--- config.mk ---
export PLATFORM = sky130hd
export DESIGN_NAME = elevator_nearest_car_dispatch_unit_flat
export DESIGN_NICKNAME = d
export VERILOG_FILES = /design/src/rtl/ecd_pkg.sv /design/src/rtl/ecd_req_if.sv /design/src/rtl/ecd_rsp_if.sv /design/src/rtl/ecd_ctrl.sv /design/src/rtl/ecd_datapath.sv /design/src/rtl/elevator_nearest_car_dispatch_unit.sv /design/src/flat_wrapper.sv
export SDC_FILE = /design/constraint.sdc
export NUM_CORES = 1
export LEC_CHECK = 0
export BUFFER_PORTS_ARGS = -buffer_cell sky130_fd_sc_hd__buf_4
export CAP_MARGIN = 20
export CORE_MARGIN = 2
export CORE_UTILIZATION = 35
export DETAILED_ROUTE_END_ITERATION = 7
export GPL_TIMING_DRIVEN = 1
export PLACE_DENSITY = 0.53
export RECOVER_POWER = 25
export REMOVE_ABC_BUFFERS = 1
export SYNTH_ARGS = -nofsm -noshare
export SYNTH_HDL_FRONTEND = slang
export SYNTH_SLANG_ARGS = --single-unit
export TNS_END_PERCENT = 50
--- constraint.sdc ---
create_clock -name clk -period 6.2 [get_ports clk]
set_clock_uncertainty 0.15 [all_clocks]
set_input_delay 0.93 -clock clk [delete_from_list [all_inputs] [get_ports clk]]
set_output_delay 0.93 -clock clk [all_outputs]
set_load 0.005 [all_outputs]
--- src/rtl/ecd_pkg.sv ---
// ecd_pkg: shared types and codes for the nearest-car dispatch unit
// used by the interfaces, the controller, the datapath and the top level
`timescale 1ns / 1ps
`default_nettype none

package ecd_pkg;

    localparam int OP_W     = 2;
    localparam int CAR_IN_W = 4;
    localparam int FLOOR_W  = 6;
    localparam int DIR_W    = 2;
    localparam int STATUS_W = 2;

    typedef enum logic [1:0] {
        OP_CAR  = 2'd0,
        OP_HALL = 2'd1,
        OP_TICK = 2'd2
    } op_t;

    typedef enum logic [1:0] {
        DIR_IDLE = 2'd0,
        DIR_UP   = 2'd1,
        DIR_DOWN = 2'd2
    } dir_t;

    typedef enum logic [1:0] {
        ST_OK      = 2'd0,
        ST_FULL    = 2'd1,
        ST_BAD_CAR = 2'd2
    } status_t;

    typedef enum logic [2:0] {
        S_IDLE  = 3'd0,
        S_SCAN  = 3'd1,
        S_ENQ   = 3'd2,
        S_TREAD = 3'd3,
        S_TUPD  = 3'd4
    } state_t;

    typedef struct packed {
        logic load;
        logic load_named;
        logic scan_step;
        logic enq_fire;
        logic mem_rd;
        logic tick_fire;
    } cmd_t;

    typedef struct packed {
        logic last_car;
        logic out_free;
    } sts_t;

endpackage

`default_nettype wire

--- src/rtl/ecd_req_if.sv ---
// ecd_req_if: request channel with valid/ready handshake
// depends on ecd_pkg for field widths
`timescale 1ns / 1ps
`default_nettype none

interface ecd_req_if;
    logic                          valid;
    logic                          ready;
    logic [ecd_pkg::OP_W-1:0]      op;
    logic [ecd_pkg::CAR_IN_W-1:0]  car;
    logic [ecd_pkg::FLOOR_W-1:0]   target_floor;

    modport source (output valid, output op, output car, output target_floor, input ready);
    modport sink   (input valid, input op, input car, input target_floor, output ready);
endinterface

`default_nettype wire

--- src/rtl/ecd_rsp_if.sv ---
// ecd_rsp_if: result channel with valid/ready handshake
// depends on ecd_pkg for field widths
`timescale 1ns / 1ps
`default_nettype none

interface ecd_rsp_if;
    logic                          valid;
    logic                          ready;
    logic [ecd_pkg::CAR_IN_W-1:0]  car_index;
    logic [ecd_pkg::FLOOR_W-1:0]   car_floor;
    logic [ecd_pkg::DIR_W-1:0]     direction;
    logic [ecd_pkg::STATUS_W-1:0]  status;
    logic                          last;

    modport source (output valid, output car_index, output car_floor, output direction,
                    output status, output last, input ready);
    modport sink   (input valid, input car_index, input car_floor, input direction,
                    input status, input last, output ready);
endinterface

`default_nettype wire

--- src/rtl/ecd_ctrl.sv ---
// ecd_ctrl: sequencing state machine of the dispatch unit
// depends on ecd_pkg for state, command and status types
`timescale 1ns / 1ps
`default_nettype none

module ecd_ctrl (
    input  wire logic                      clk,
    input  wire logic                      rst_n,
    input  wire logic                      in_valid,
    input  wire logic [ecd_pkg::OP_W-1:0]  in_op,
    input  ecd_pkg::sts_t                  sts,
    output logic                           in_ready,
    output ecd_pkg::cmd_t                  cmd
);

    ecd_pkg::state_t state_reg;
    ecd_pkg::state_t state_next;

    always_ff @(posedge clk or negedge rst_n)
    begin
        if (!rst_n)
        begin
            state_reg <= ecd_pkg::S_IDLE;
        end
        else
        begin
            state_reg <= state_next;
        end
    end

    always_comb
    begin
        state_next = state_reg;
        in_ready   = 1'b0;
        cmd        = '0;
        unique case (state_reg)
            ecd_pkg::S_IDLE:
            begin
                in_ready = 1'b1;
                if (in_valid)
                begin
                    cmd.load       = 1'b1;
                    cmd.load_named = (in_op == ecd_pkg::OP_CAR);
                    unique case (in_op)
                        ecd_pkg::OP_CAR:  state_next = ecd_pkg::S_ENQ;
                        ecd_pkg::OP_HALL: state_next = ecd_pkg::S_SCAN;
                        ecd_pkg::OP_TICK: state_next = ecd_pkg::S_TREAD;
                        default:          state_next = ecd_pkg::S_IDLE;
                    endcase
                end
            end
            ecd_pkg::S_SCAN:
            begin
                cmd.scan_step = 1'b1;
                if (sts.last_car)
                begin
                    state_next = ecd_pkg::S_ENQ;
                end
            end
            ecd_pkg::S_ENQ:
            begin
                if (sts.out_free)
                begin
                    cmd.enq_fire = 1'b1;
                    state_next   = ecd_pkg::S_IDLE;
                end
            end
            ecd_pkg::S_TREAD:
            begin
                cmd.mem_rd = 1'b1;
                state_next = ecd_pkg::S_TUPD;
            end
            ecd_pkg::S_TUPD:
            begin
                if (sts.out_free)
                begin
                    cmd.tick_fire = 1'b1;
                    state_next    = sts.last_car ? ecd_pkg::S_IDLE : ecd_pkg::S_TREAD;
                end
            end
            default:
            begin
                state_next = ecd_pkg::S_IDLE;
            end
        endcase
    end

endmodule

`default_nettype wire

--- src/rtl/ecd_datapath.sv ---
// ecd_datapath: car state, target queue memory, nearest-car search and result register
// depends on ecd_pkg and drives the result channel through ecd_rsp_if
`timescale 1ns / 1ps
`default_nettype none

module ecd_datapath #(
    parameter int NUM_CARS    = 4,
    parameter int QUEUE_DEPTH = 8,
    parameter int FLOOR_COUNT = 64
) (
    input  wire logic                          clk,
    input  wire logic                          rst_n,
    input  ecd_pkg::cmd_t                      cmd,
    input  wire logic [ecd_pkg::CAR_IN_W-1:0]  in_car,
    input  wire logic [ecd_pkg::FLOOR_W-1:0]   in_floor,
    output ecd_pkg::sts_t                      sts,
    ecd_rsp_if.source                          rsp
);

    localparam int CAR_W  = (NUM_CARS > 1) ? $clog2(NUM_CARS) : 1;
    localparam int QPTR_W = (QUEUE_DEPTH > 1) ? $clog2(QUEUE_DEPTH) : 1;
    localparam int CNT_W  = $clog2(QUEUE_DEPTH + 1);
    localparam int FLR_W  = ($clog2(FLOOR_COUNT) < ecd_pkg::FLOOR_W) ?
                            $clog2(FLOOR_COUNT) : ecd_pkg::FLOOR_W;
    localparam int DEPTH  = NUM_CARS * QUEUE_DEPTH;
    localparam int AW     = (DEPTH > 1) ? $clog2(DEPTH) : 1;

    // per-car state
    logic [FLR_W-1:0]  floor_reg [NUM_CARS];
    ecd_pkg::dir_t     dir_reg   [NUM_CARS];
    logic [QPTR_W-1:0] head_reg  [NUM_CARS];
    logic [CNT_W-1:0]  count_reg [NUM_CARS];

    // target queue memory
    logic [FLR_W-1:0]  mem [DEPTH];
    logic [FLR_W-1:0]  rd_data_reg;

    // request context
    logic [CAR_W-1:0]              idx_reg;
    logic [CAR_W-1:0]              idx_next;
    logic [CAR_W-1:0]              best_reg;
    logic [CAR_W-1:0]              best_next;
    logic [FLR_W:0]                bestd_reg;
    logic [FLR_W:0]                bestd_next;
    logic [FLR_W-1:0]              flr_reg;
    logic [ecd_pkg::CAR_IN_W-1:0]  car_reg;
    logic                          bad_reg;

    // result register
    logic                          rsp_valid_reg;
    logic [ecd_pkg::CAR_IN_W-1:0]  res_car_reg;
    logic [ecd_pkg::FLOOR_W-1:0]   res_floor_reg;
    ecd_pkg::dir_t                 res_dir_reg;
    ecd_pkg::status_t              res_status_reg;
    logic                          res_last_reg;

    logic [FLR_W-1:0]  flr_in;
    logic [FLR_W-1:0]  cur_floor;
    ecd_pkg::dir_t     cur_dir;
    logic [QPTR_W-1:0] cur_head;
    logic [CNT_W-1:0]  cur_count;
    logic [FLR_W-1:0]  car_gap;
    logic              full;
    logic [CNT_W:0]    slot_sum;
    logic [QPTR_W-1:0] slot;
    logic [AW-1:0]     wr_addr;
    logic [AW-1:0]     rd_addr;
    logic              do_enq;
    logic [FLR_W-1:0]  nf;
    ecd_pkg::dir_t     nd;
    logic [QPTR_W-1:0] nh;
    logic [CNT_W-1:0]  nc;
    logic              emit;

    assign cur_floor = floor_reg[idx_reg];
    assign cur_dir   = dir_reg[idx_reg];
    assign cur_head  = head_reg[idx_reg];
    assign cur_count = count_reg[idx_reg];

    assign flr_in = (32'(in_floor) > FLOOR_COUNT - 1) ? FLR_W'(FLOOR_COUNT - 1)
                                                       : FLR_W'(in_floor);

    assign car_gap = (cur_floor > flr_reg) ? FLR_W'(cur_floor - flr_reg)
                                           : FLR_W'(flr_reg - cur_floor);

    assign full     = (cur_count == CNT_W'(QUEUE_DEPTH));
    assign slot_sum = (CNT_W + 1)'(cur_head) + (CNT_W + 1)'(cur_count);
    assign slot     = (slot_sum >= (CNT_W + 1)'(QUEUE_DEPTH)) ?
                      QPTR_W'(slot_sum - (CNT_W + 1)'(QUEUE_DEPTH)) : QPTR_W'(slot_sum);
    assign wr_addr  = AW'(32'(idx_reg) * QUEUE_DEPTH + 32'(slot));
    assign rd_addr  = AW'(32'(idx_reg) * QUEUE_DEPTH + 32'(cur_head));
    assign do_enq   = cmd.enq_fire && !bad_reg && !full;
    assign emit     = cmd.enq_fire || cmd.tick_fire;

    assign sts = '{last_car: (idx_reg == CAR_W'(NUM_CARS - 1)),
                   out_free: (!rsp_valid_reg || rsp.ready)};

    // nearest-car search, one car per cycle
    always_comb
    begin
        best_next  = best_reg;
        bestd_next = bestd_reg;
        if ({1'b0, car_gap} < bestd_reg)
        begin
            best_next  = idx_reg;
            bestd_next = {1'b0, car_gap};
        end
    end

    always_comb
    begin
        idx_next = idx_reg;
        if (cmd.load)
        begin
            idx_next = (cmd.load_named && (32'(in_car) < NUM_CARS)) ? CAR_W'(in_car) : '0;
        end
        else if (cmd.scan_step)
        begin
            idx_next = sts.last_car ? best_next : CAR_W'(idx_reg + 1'b1);
        end
        else if (cmd.tick_fire)
        begin
            idx_next = CAR_W'(idx_reg + 1'b1);
        end
    end

    // tick step for the selected car
    always_comb
    begin
        nf = cur_floor;
        nd = ecd_pkg::DIR_IDLE;
        nh = cur_head;
        nc = cur_count;
        if (cur_count != '0)
        begin
            nh = (cur_head == QPTR_W'(QUEUE_DEPTH - 1)) ? '0 : QPTR_W'(cur_head + 1'b1);
            nc = CNT_W'(cur_count - 1'b1);
            nf = rd_data_reg;
            if (cur_floor < rd_data_reg)
            begin
                nd = ecd_pkg::DIR_UP;
            end
            else if (cur_floor > rd_data_reg)
            begin
                nd = ecd_pkg::DIR_DOWN;
            end
        end
    end

    always_ff @(posedge clk or negedge rst_n)
    begin
        if (!rst_n)
        begin
            for (int i = 0; i < NUM_CARS; i++)
            begin
                floor_reg[i] <= '0;
                dir_reg[i]   <= ecd_pkg::DIR_IDLE;
                head_reg[i]  <= '0;
                count_reg[i] <= '0;
            end
            idx_reg       <= '0;
            best_reg      <= '0;
            bestd_reg     <= '1;
            rsp_valid_reg <= 1'b0;
        end
        else
        begin
            idx_reg <= idx_next;
            if (cmd.load)
            begin
                best_reg  <= '0;
                bestd_reg <= '1;
            end
            else if (cmd.scan_step)
            begin
                best_reg  <= best_next;
                bestd_reg <= bestd_next;
            end
            if (do_enq)
            begin
                count_reg[idx_reg] <= CNT_W'(cur_count + 1'b1);
            end
            if (cmd.tick_fire)
            begin
                floor_reg[idx_reg] <= nf;
                dir_reg[idx_reg]   <= nd;
                head_reg[idx_reg]  <= nh;
                count_reg[idx_reg] <= nc;
            end
            if (emit)
            begin
                rsp_valid_reg <= 1'b1;
            end
            else if (rsp.ready)
            begin
                rsp_valid_reg <= 1'b0;
            end
        end
    end

    // payload and memory, no reset
    always_ff @(posedge clk)
    begin
        if (cmd.load)
        begin
            flr_reg <= flr_in;
            car_reg <= in_car;
            bad_reg <= cmd.load_named && (32'(in_car) >= NUM_CARS);
        end
        if (do_enq)
        begin
            mem[wr_addr] <= flr_reg;
        end
        if (cmd.mem_rd)
        begin
            rd_data_reg <= mem[rd_addr];
        end
        if (cmd.tick_fire)
        begin
            res_car_reg    <= ecd_pkg::CAR_IN_W'(idx_reg);
            res_floor_reg  <= ecd_pkg::FLOOR_W'(nf);
            res_dir_reg    <= nd;
            res_status_reg <= ecd_pkg::ST_OK;
            res_last_reg   <= sts.last_car;
        end
        else if (cmd.enq_fire)
        begin
            res_last_reg <= 1'b1;
            if (bad_reg)
            begin
                res_car_reg    <= car_reg;
                res_floor_reg  <= '0;
                res_dir_reg    <= ecd_pkg::DIR_IDLE;
                res_status_reg <= ecd_pkg::ST_BAD_CAR;
            end
            else
            begin
                res_car_reg    <= ecd_pkg::CAR_IN_W'(idx_reg);
                res_floor_reg  <= ecd_pkg::FLOOR_W'(cur_floor);
                res_dir_reg    <= cur_dir;
                res_status_reg <= full ? ecd_pkg::ST_FULL : ecd_pkg::ST_OK;
            end
        end
    end

    assign rsp.valid     = rsp_valid_reg;
    assign rsp.car_index = res_car_reg;
    assign rsp.car_floor = res_floor_reg;
    assign rsp.direction = res_dir_reg;
    assign rsp.status    = res_status_reg;
    assign rsp.last      = res_last_reg;

endmodule

`default_nettype wire

--- src/rtl/elevator_nearest_car_dispatch_unit.sv ---
// elevator_nearest_car_dispatch_unit: top level of the nearest-car dispatch unit
// instantiates ecd_ctrl and ecd_datapath, channels are ecd_req_if and ecd_rsp_if
//
// usage: requests arrive on req (op, car, target_floor) with a valid/ready transfer.
// op 0 queues a floor on the named car, op 1 queues it on the nearest car (lowest index
// on a tie), op 2 advances every car by one target and reports all cars in index order.
// results leave on rsp; the final result of a request has last set.
// steps: a named-car request is loaded and then enqueued, a hall request is loaded,
// scanned (one distance compare per car) and enqueued, a tick is loaded and then does one
// target memory read and one update per car. the next request is taken once the previous
// one is finished, one at a time.
// the result sits in an output register: a new request is taken while it waits, and a
// stalled receiver holds the unit at the next result until rsp.ready returns.
// reset: all cars at floor zero, idle, queues empty; the target memory is not cleared
// and needs no clearing pass, so requests are taken right after reset.
`timescale 1ns / 1ps
`default_nettype none

module elevator_nearest_car_dispatch_unit #(
    parameter int NUM_CARS    = 4,
    parameter int QUEUE_DEPTH = 8,
    parameter int FLOOR_COUNT = 64
) (
    input  wire logic  clk,
    input  wire logic  rst_n,
    ecd_req_if.sink    req,
    ecd_rsp_if.source  rsp
);

    ecd_pkg::cmd_t cmd;
    ecd_pkg::sts_t sts;
    logic          in_ready;

    assign req.ready = in_ready;

    ecd_ctrl u_ctrl (
        .clk      (clk),
        .rst_n    (rst_n),
        .in_valid (req.valid),
        .in_op    (req.op),
        .sts      (sts),
        .in_ready (in_ready),
        .cmd      (cmd)
    );

    ecd_datapath #(
        .NUM_CARS    (NUM_CARS),
        .QUEUE_DEPTH (QUEUE_DEPTH),
        .FLOOR_COUNT (FLOOR_COUNT)
    ) u_datapath (
        .clk      (clk),
        .rst_n    (rst_n),
        .cmd      (cmd),
        .in_car   (req.car),
        .in_floor (req.target_floor),
        .sts      (sts),
        .rsp      (rsp)
    );

endmodule

`default_nettype wire
--- src/flat_wrapper.sv ---
// flat-port wrapper written by rule: the top's interface ports become plain ports
module elevator_nearest_car_dispatch_unit_flat 
#(
    parameter int NUM_CARS    = 4,
    parameter int QUEUE_DEPTH = 8,
    parameter int FLOOR_COUNT = 64
)
  (clk, rst_n, req_valid, req_op, req_car, req_target_floor, req_ready, rsp_valid, rsp_car_index, rsp_car_floor, rsp_direction, rsp_status, rsp_last, rsp_ready);
  ecd_req_if req_i ();
  ecd_rsp_if rsp_i ();
  input  wire logic clk;
  input  wire logic rst_n;
  input wire logic [$bits(req_i.valid)-1:0] req_valid;
  input wire logic [$bits(req_i.op)-1:0] req_op;
  input wire logic [$bits(req_i.car)-1:0] req_car;
  input wire logic [$bits(req_i.target_floor)-1:0] req_target_floor;
  output wire logic [$bits(req_i.ready)-1:0] req_ready;
  output wire logic [$bits(rsp_i.valid)-1:0] rsp_valid;
  output wire logic [$bits(rsp_i.car_index)-1:0] rsp_car_index;
  output wire logic [$bits(rsp_i.car_floor)-1:0] rsp_car_floor;
  output wire logic [$bits(rsp_i.direction)-1:0] rsp_direction;
  output wire logic [$bits(rsp_i.status)-1:0] rsp_status;
  output wire logic [$bits(rsp_i.last)-1:0] rsp_last;
  input wire logic [$bits(rsp_i.ready)-1:0] rsp_ready;
  assign req_i.valid = req_valid;
  assign req_i.op = req_op;
  assign req_i.car = req_car;
  assign req_i.target_floor = req_target_floor;
  assign req_ready = req_i.ready;
  assign rsp_valid = rsp_i.valid;
  assign rsp_car_index = rsp_i.car_index;
  assign rsp_car_floor = rsp_i.car_floor;
  assign rsp_direction = rsp_i.direction;
  assign rsp_status = rsp_i.status;
  assign rsp_last = rsp_i.last;
  assign rsp_i.ready = rsp_ready;
  elevator_nearest_car_dispatch_unit #(.NUM_CARS(NUM_CARS), .QUEUE_DEPTH(QUEUE_DEPTH), .FLOOR_COUNT(FLOOR_COUNT)) u_core (.clk(clk), .rst_n(rst_n), .req(req_i), .rsp(rsp_i));
endmodule
==> results.md <==
Critical path:
- The worst setup path is of the reg2reg kind.
- The worst setup path is launched from a flop.
- The worst setup path is captured at a flop.
- Data on the critical path is required at its endpoint by between 6 and 7 ns.
- In this run the worst path has a maximum fanout of 23.
- The register-to-register setup slack is 1.23 ns.
- Data on the critical path arrives at its endpoint at 5.27 ns.

Power and ir drop:
- The static leakage is approximately 5.6 nW.
- The total power divided by cell area is approximately 470 mW/mm^2.
- The design draws around 7.1 mW.
- Across the VDD grid, the largest voltage drop is around 230 uV.

Global route:
- The number of global-route vias before repair is 8,210.
- Entering global routing, the biggest net connects 76 pins.
- The overall fraction of global-route tracks in use is ~16%.
- The first-pass GRT wire length is approximately 50 mm.
- The total congestion overflow is 0.
- The number of antenna violations at the first check in global routing was 0.

Final layout:
- The sequential cells in the finished layout cover a total of around 0.0086 sq mm.
- Measured on the finished design, the core utilization comes to 40.2%.
- The area growth from synthesis to layout is 12.8%.
- The antenna diode instance count is 0.
- The final layout net count is 1,130.
- The register with the most flip-flops in the layout has approximately 190 of them.
- The non-filler instance count after layout is between 1.5k and 2k.
- The multi-input combinational cells in the finished layout cover a total of 0.00453 sq mm.
- The filler cells instantiated in the layout total ~3.6k.
- Of the cells placed in the final design, the portion with a size suffix greater than 1 is about an eighth.

Clock network:
- The number of clock sinks is 299.
- The count of hold-fix buffers inserted at cts is 0.
- Counting the buffers created by CTS gives 31.
- The buffer type at the clock tree root is clkbuf_16.
- The clock tree from TritonCTS is yes.
- The quantity of gates resized following cts is 0.
- The clock insertion delay at the later pin of the skew report is roughly 0.58 ns.
- After clock tree synthesis, the setup repair step added 0 buffers.
- The worst-case clock buffer depth is 3.
- The level count of the clock H-tree is 1.
- After clock tree synthesis, the clock-pin slew on the worst setup and hold paths is roughly 0.06 ns.

Timing:
- On the final layout, the worst hold slack is around 0.33 ns.
- In the final timing run, aggregate negative setup slack is 0 ns.
- The number of hold violations in the final report is 0.
- Derived from the worst setup path, the maximum achievable clock frequency is approximately 200 MHz.
- For the pin with the worst max-slew slack, the measured transition is 2.52 ns.
- The max-slew violation total from the final report is 147.
- Setup repair after global routing left no endpoint under its margin.
- The routed design could run at a clock period as short as about 5.0 ns.
- The remaining max-slew budget at the tightest pin is -68.0%.
- Setup violations remaining at the end of the flow were counted as 0.
- After layout, the worst path uses approximately 80% of the clock period.

Hold path:
- The path class of the tightest hold or removal check is reg2reg.

Detailed routing:
- The number of design rule violations left after detail routing is 0.
- The per-cell routed wire length is approximately 20 microns.
- The detailed-routing iteration count for the pre-antenna-repair pass is 5.
- The remaining antenna violation count is 0.
- The via count normalized by instance count is slightly above 5.
- For this block, the initial DRC count from the detailed router was 647.
- The total wire length after detailed routing is 31.5 mm.
- The routed via count is 8,312.

Floorplanning:
- The die area is about 0.040 sq mm.
- The core footprint is between 0.03 and 0.04 sq mm.
- From bottom edge to top edge, the die measures roughly 200 microns.
- The initial core utilization is 35.7%.
- In this run the horizontal extent of the chip is 200 microns.
- The floorplan has 71 rows.
- Pin placement for this block handled 33 I/O pins.

Outcome:
- The run finished, with violations left.
- The checks that failed: max-capacitance violations, max-slew violations.

Placed design:
- The congestion estimate from routability-driven global placement came to between 0.7 and 0.8.
- During placement, the flow inserted port buffers numbering 32.
- The total placed cells including tap cells is ~1.6k.
- The half-perimeter wire length after detailed placement is 20.1 mm.

Flow run:
- The max-capacitance violation count is 4.

Synthesis:
- The mapped cell area is ~0.013 sq mm.
- Each instance of the synthesized netlist takes up on average around 13 sq um.
- The number of cells produced by synthesis is 1,045.
- edfxtp_1 takes more of the synthesized area than any other cell.
- In this run, synthesis produced a sequential element count of between 200 and 300.
- The fraction of registers with async set or reset after synthesis is roughly 25%.
- The top cell type's share of synthesized area is about half.
- Synthesis instantiated between 60 and 70 different standard cells from the library.
- For this run, the register share of the synthesized area comes to a little under two thirds.
- The most used flip-flop cell after synthesis is edfxtp_1.
- Counting flops with a built-in enable in the synthesized netlist gives 220.
- Ranked by total cell area, the synthesized netlist is headed by edfxtp_1 (49%), dfrtp_1 (13%), mux2i_1 (7.1%).
- For this run, the number of Yosys warnings is 0.
[final cells by class]
cell class	count	share of cell area (%)
clock buffer	34	5.25
clock inverter	24	1.35
multi-input combinational	664	29.8
timing repair buffer	47	2.12
inverter	34	0.848
sequential	299	56.4
tap	511	4.21
[Yosys cell counts, types with 3 or more instances]
library cell	n
o32ai_1	6
buf_6	6
dfstp_2	7
o22ai_1	27
nor4b_2	6
buf_1	4
a21boi_0	3
a222oi_1	3
nand2b_1	6
mux2_2	3
o221ai_1	6
dfxtp_1	4
nand4_1	4
inv_1	32
a21bo_2	4
nor2_2	7
buf_2	5
and2_0	3
buf_4	5
a31oi_1	15
nand4b_1	3
ha_1	34
mux4_2	13
edfxtp_1	220
a21o_1	6
xnor2_1	6
nand3b_1	4
o21ai_0	74
nor3b_1	3
mux2i_1	95
o31ai_1	6
a22oi_1	3
fa_1	3
and2_1	11
nand3_1	19
dfrtp_1	68
nand2_1	159
xor2_1	4
clkbuf_1	28
nor2_1	61
a21oi_1	27
nor3_1	11
[layout by cell type (no fill, tap or decap), types with 6 or more instances in the layout]
cell / synthesis / layout
dfrtp_1: 68 / 68
o22ai_1: 27 / 27
nor2_1: 61 / 61
a31oi_1: 15 / 15
nor3_1: 11 / 10
nor4b_2: 6 / 6
mux4_2: 13 / 13
buf_4: 5 / 33
o221ai_1: 6 / 6
xnor2_1: 6 / 6
dfstp_2: 7 / 7
edfxtp_1: 220 / 220
nand2_1: 159 / 159
nand3_1: 19 / 19
inv_1: 32 / 32
o32ai_1: 6 / 6
nand2b_1: 6 / 6
nor2_2: 7 / 7
a21oi_1: 27 / 27
mux2i_1: 95 / 95
ha_1: 34 / 34
o21ai_0: 74 / 74
and2_1: 11 / 11
clkbuf_4: 0 / 6
clkbuf_1: 28 / 10
a21o_1: 6 / 6
clkinv_2: 0 / 13
clkbuf_16: 0 / 31
o31ai_1: 6 / 6
[routing by layer]
| metal | up-vias | wire, microns | GRT usage [%] |
|---|---|---|---|
| met5 | - | 0 | 0 |
| met3 | 39 | 1520 | 2.08 |
| li1 | 3921 | - | - |
| met4 | 0 | 533 | 3.52 |
| met2 | 196 | 15000 | 25.3 |
| met1 | 4156 | 14500 | 22.5 |
[cells by family (layout without fill, tap and decap cells)]
| logic type | after synthesis | in the layout | synth area share (%) |
|---|---|---|---|
| mux | 114 | 114 | 9.80 |
| fa+ha+maj | 37 | 37 | 3.60 |
| flops | 299 | 299 | 63.6 |
| xor+xnor | 10 | 10 | 0.650 |
| buf+inv | 82 | 139 | 2.80 |
| simple gates | 309 | 309 | 10.7 |
| compound gates | 194 | 194 | 8.83 |
[critical path, stage by stage, from the launching register on]
cell and delay (ns):
dfrtp_1 0.42, buf_4 0.39, mux4_2 0.65, fa_1 0.50, a211oi_1 0.28, o21ai_0 0.18, nand2_1 0.19, mux2_2 0.37
ha_1 0.27, a21boi_0 0.17, o22ai_1 0.11, o22ai_1 0.35, nand2b_1 0.35, inv_1 0.19, a22o_1 0.26
[final timing paths]
check,from,endpoint,cells after the start
worst max-delay path,u_core.u_datapath.idx_reg[0]$_DFFE_PN0P_,u_core.u_datapath.best_reg[1]$_DFFE_PN0P_,14
worst min-delay path,u_core.u_datapath.dir_reg[6]$_DFFE_PN0P_,u_core.u_datapath.dir_reg[6]$_DFFE_PN0P_,2
worst max register to register,u_core.u_datapath.idx_reg[0]$_DFFE_PN0P_,u_core.u_datapath.best_reg[1]$_DFFE_PN0P_,14
worst min register to register,u_core.u_datapath.dir_reg[6]$_DFFE_PN0P_,u_core.u_datapath.dir_reg[6]$_DFFE_PN0P_,2
max in group asynchronous,rst_n,u_core.u_datapath.floor_reg[15]$_DFFE_PN0P_,2
min in group asynchronous,rst_n,u_core.u_ctrl.state_reg[1]$_DFFE_PN0P_,1
[power breakdown]
group	total (mW)	internal [mW]	switching, mW
Clock	1.82	1.02	0.796
Sequential	2.74	2.56	0.172
Combinational	2.53	0.917	1.62
[stage by stage]
| stage | area [sq um] | setup WS, ns |
|---|---|---|
| after detailed placement | 14200 | 1.17 |
| final | 15200 | 1.23 |
| after global placement | 14200 | 1.20 |
| after CTS | 15200 | 1.16 |
| after global routing | 15200 | 0.701 |
| after floorplan | 13200 | 1.33 |
Note: power is estimated with default switching activity, not from simulation.
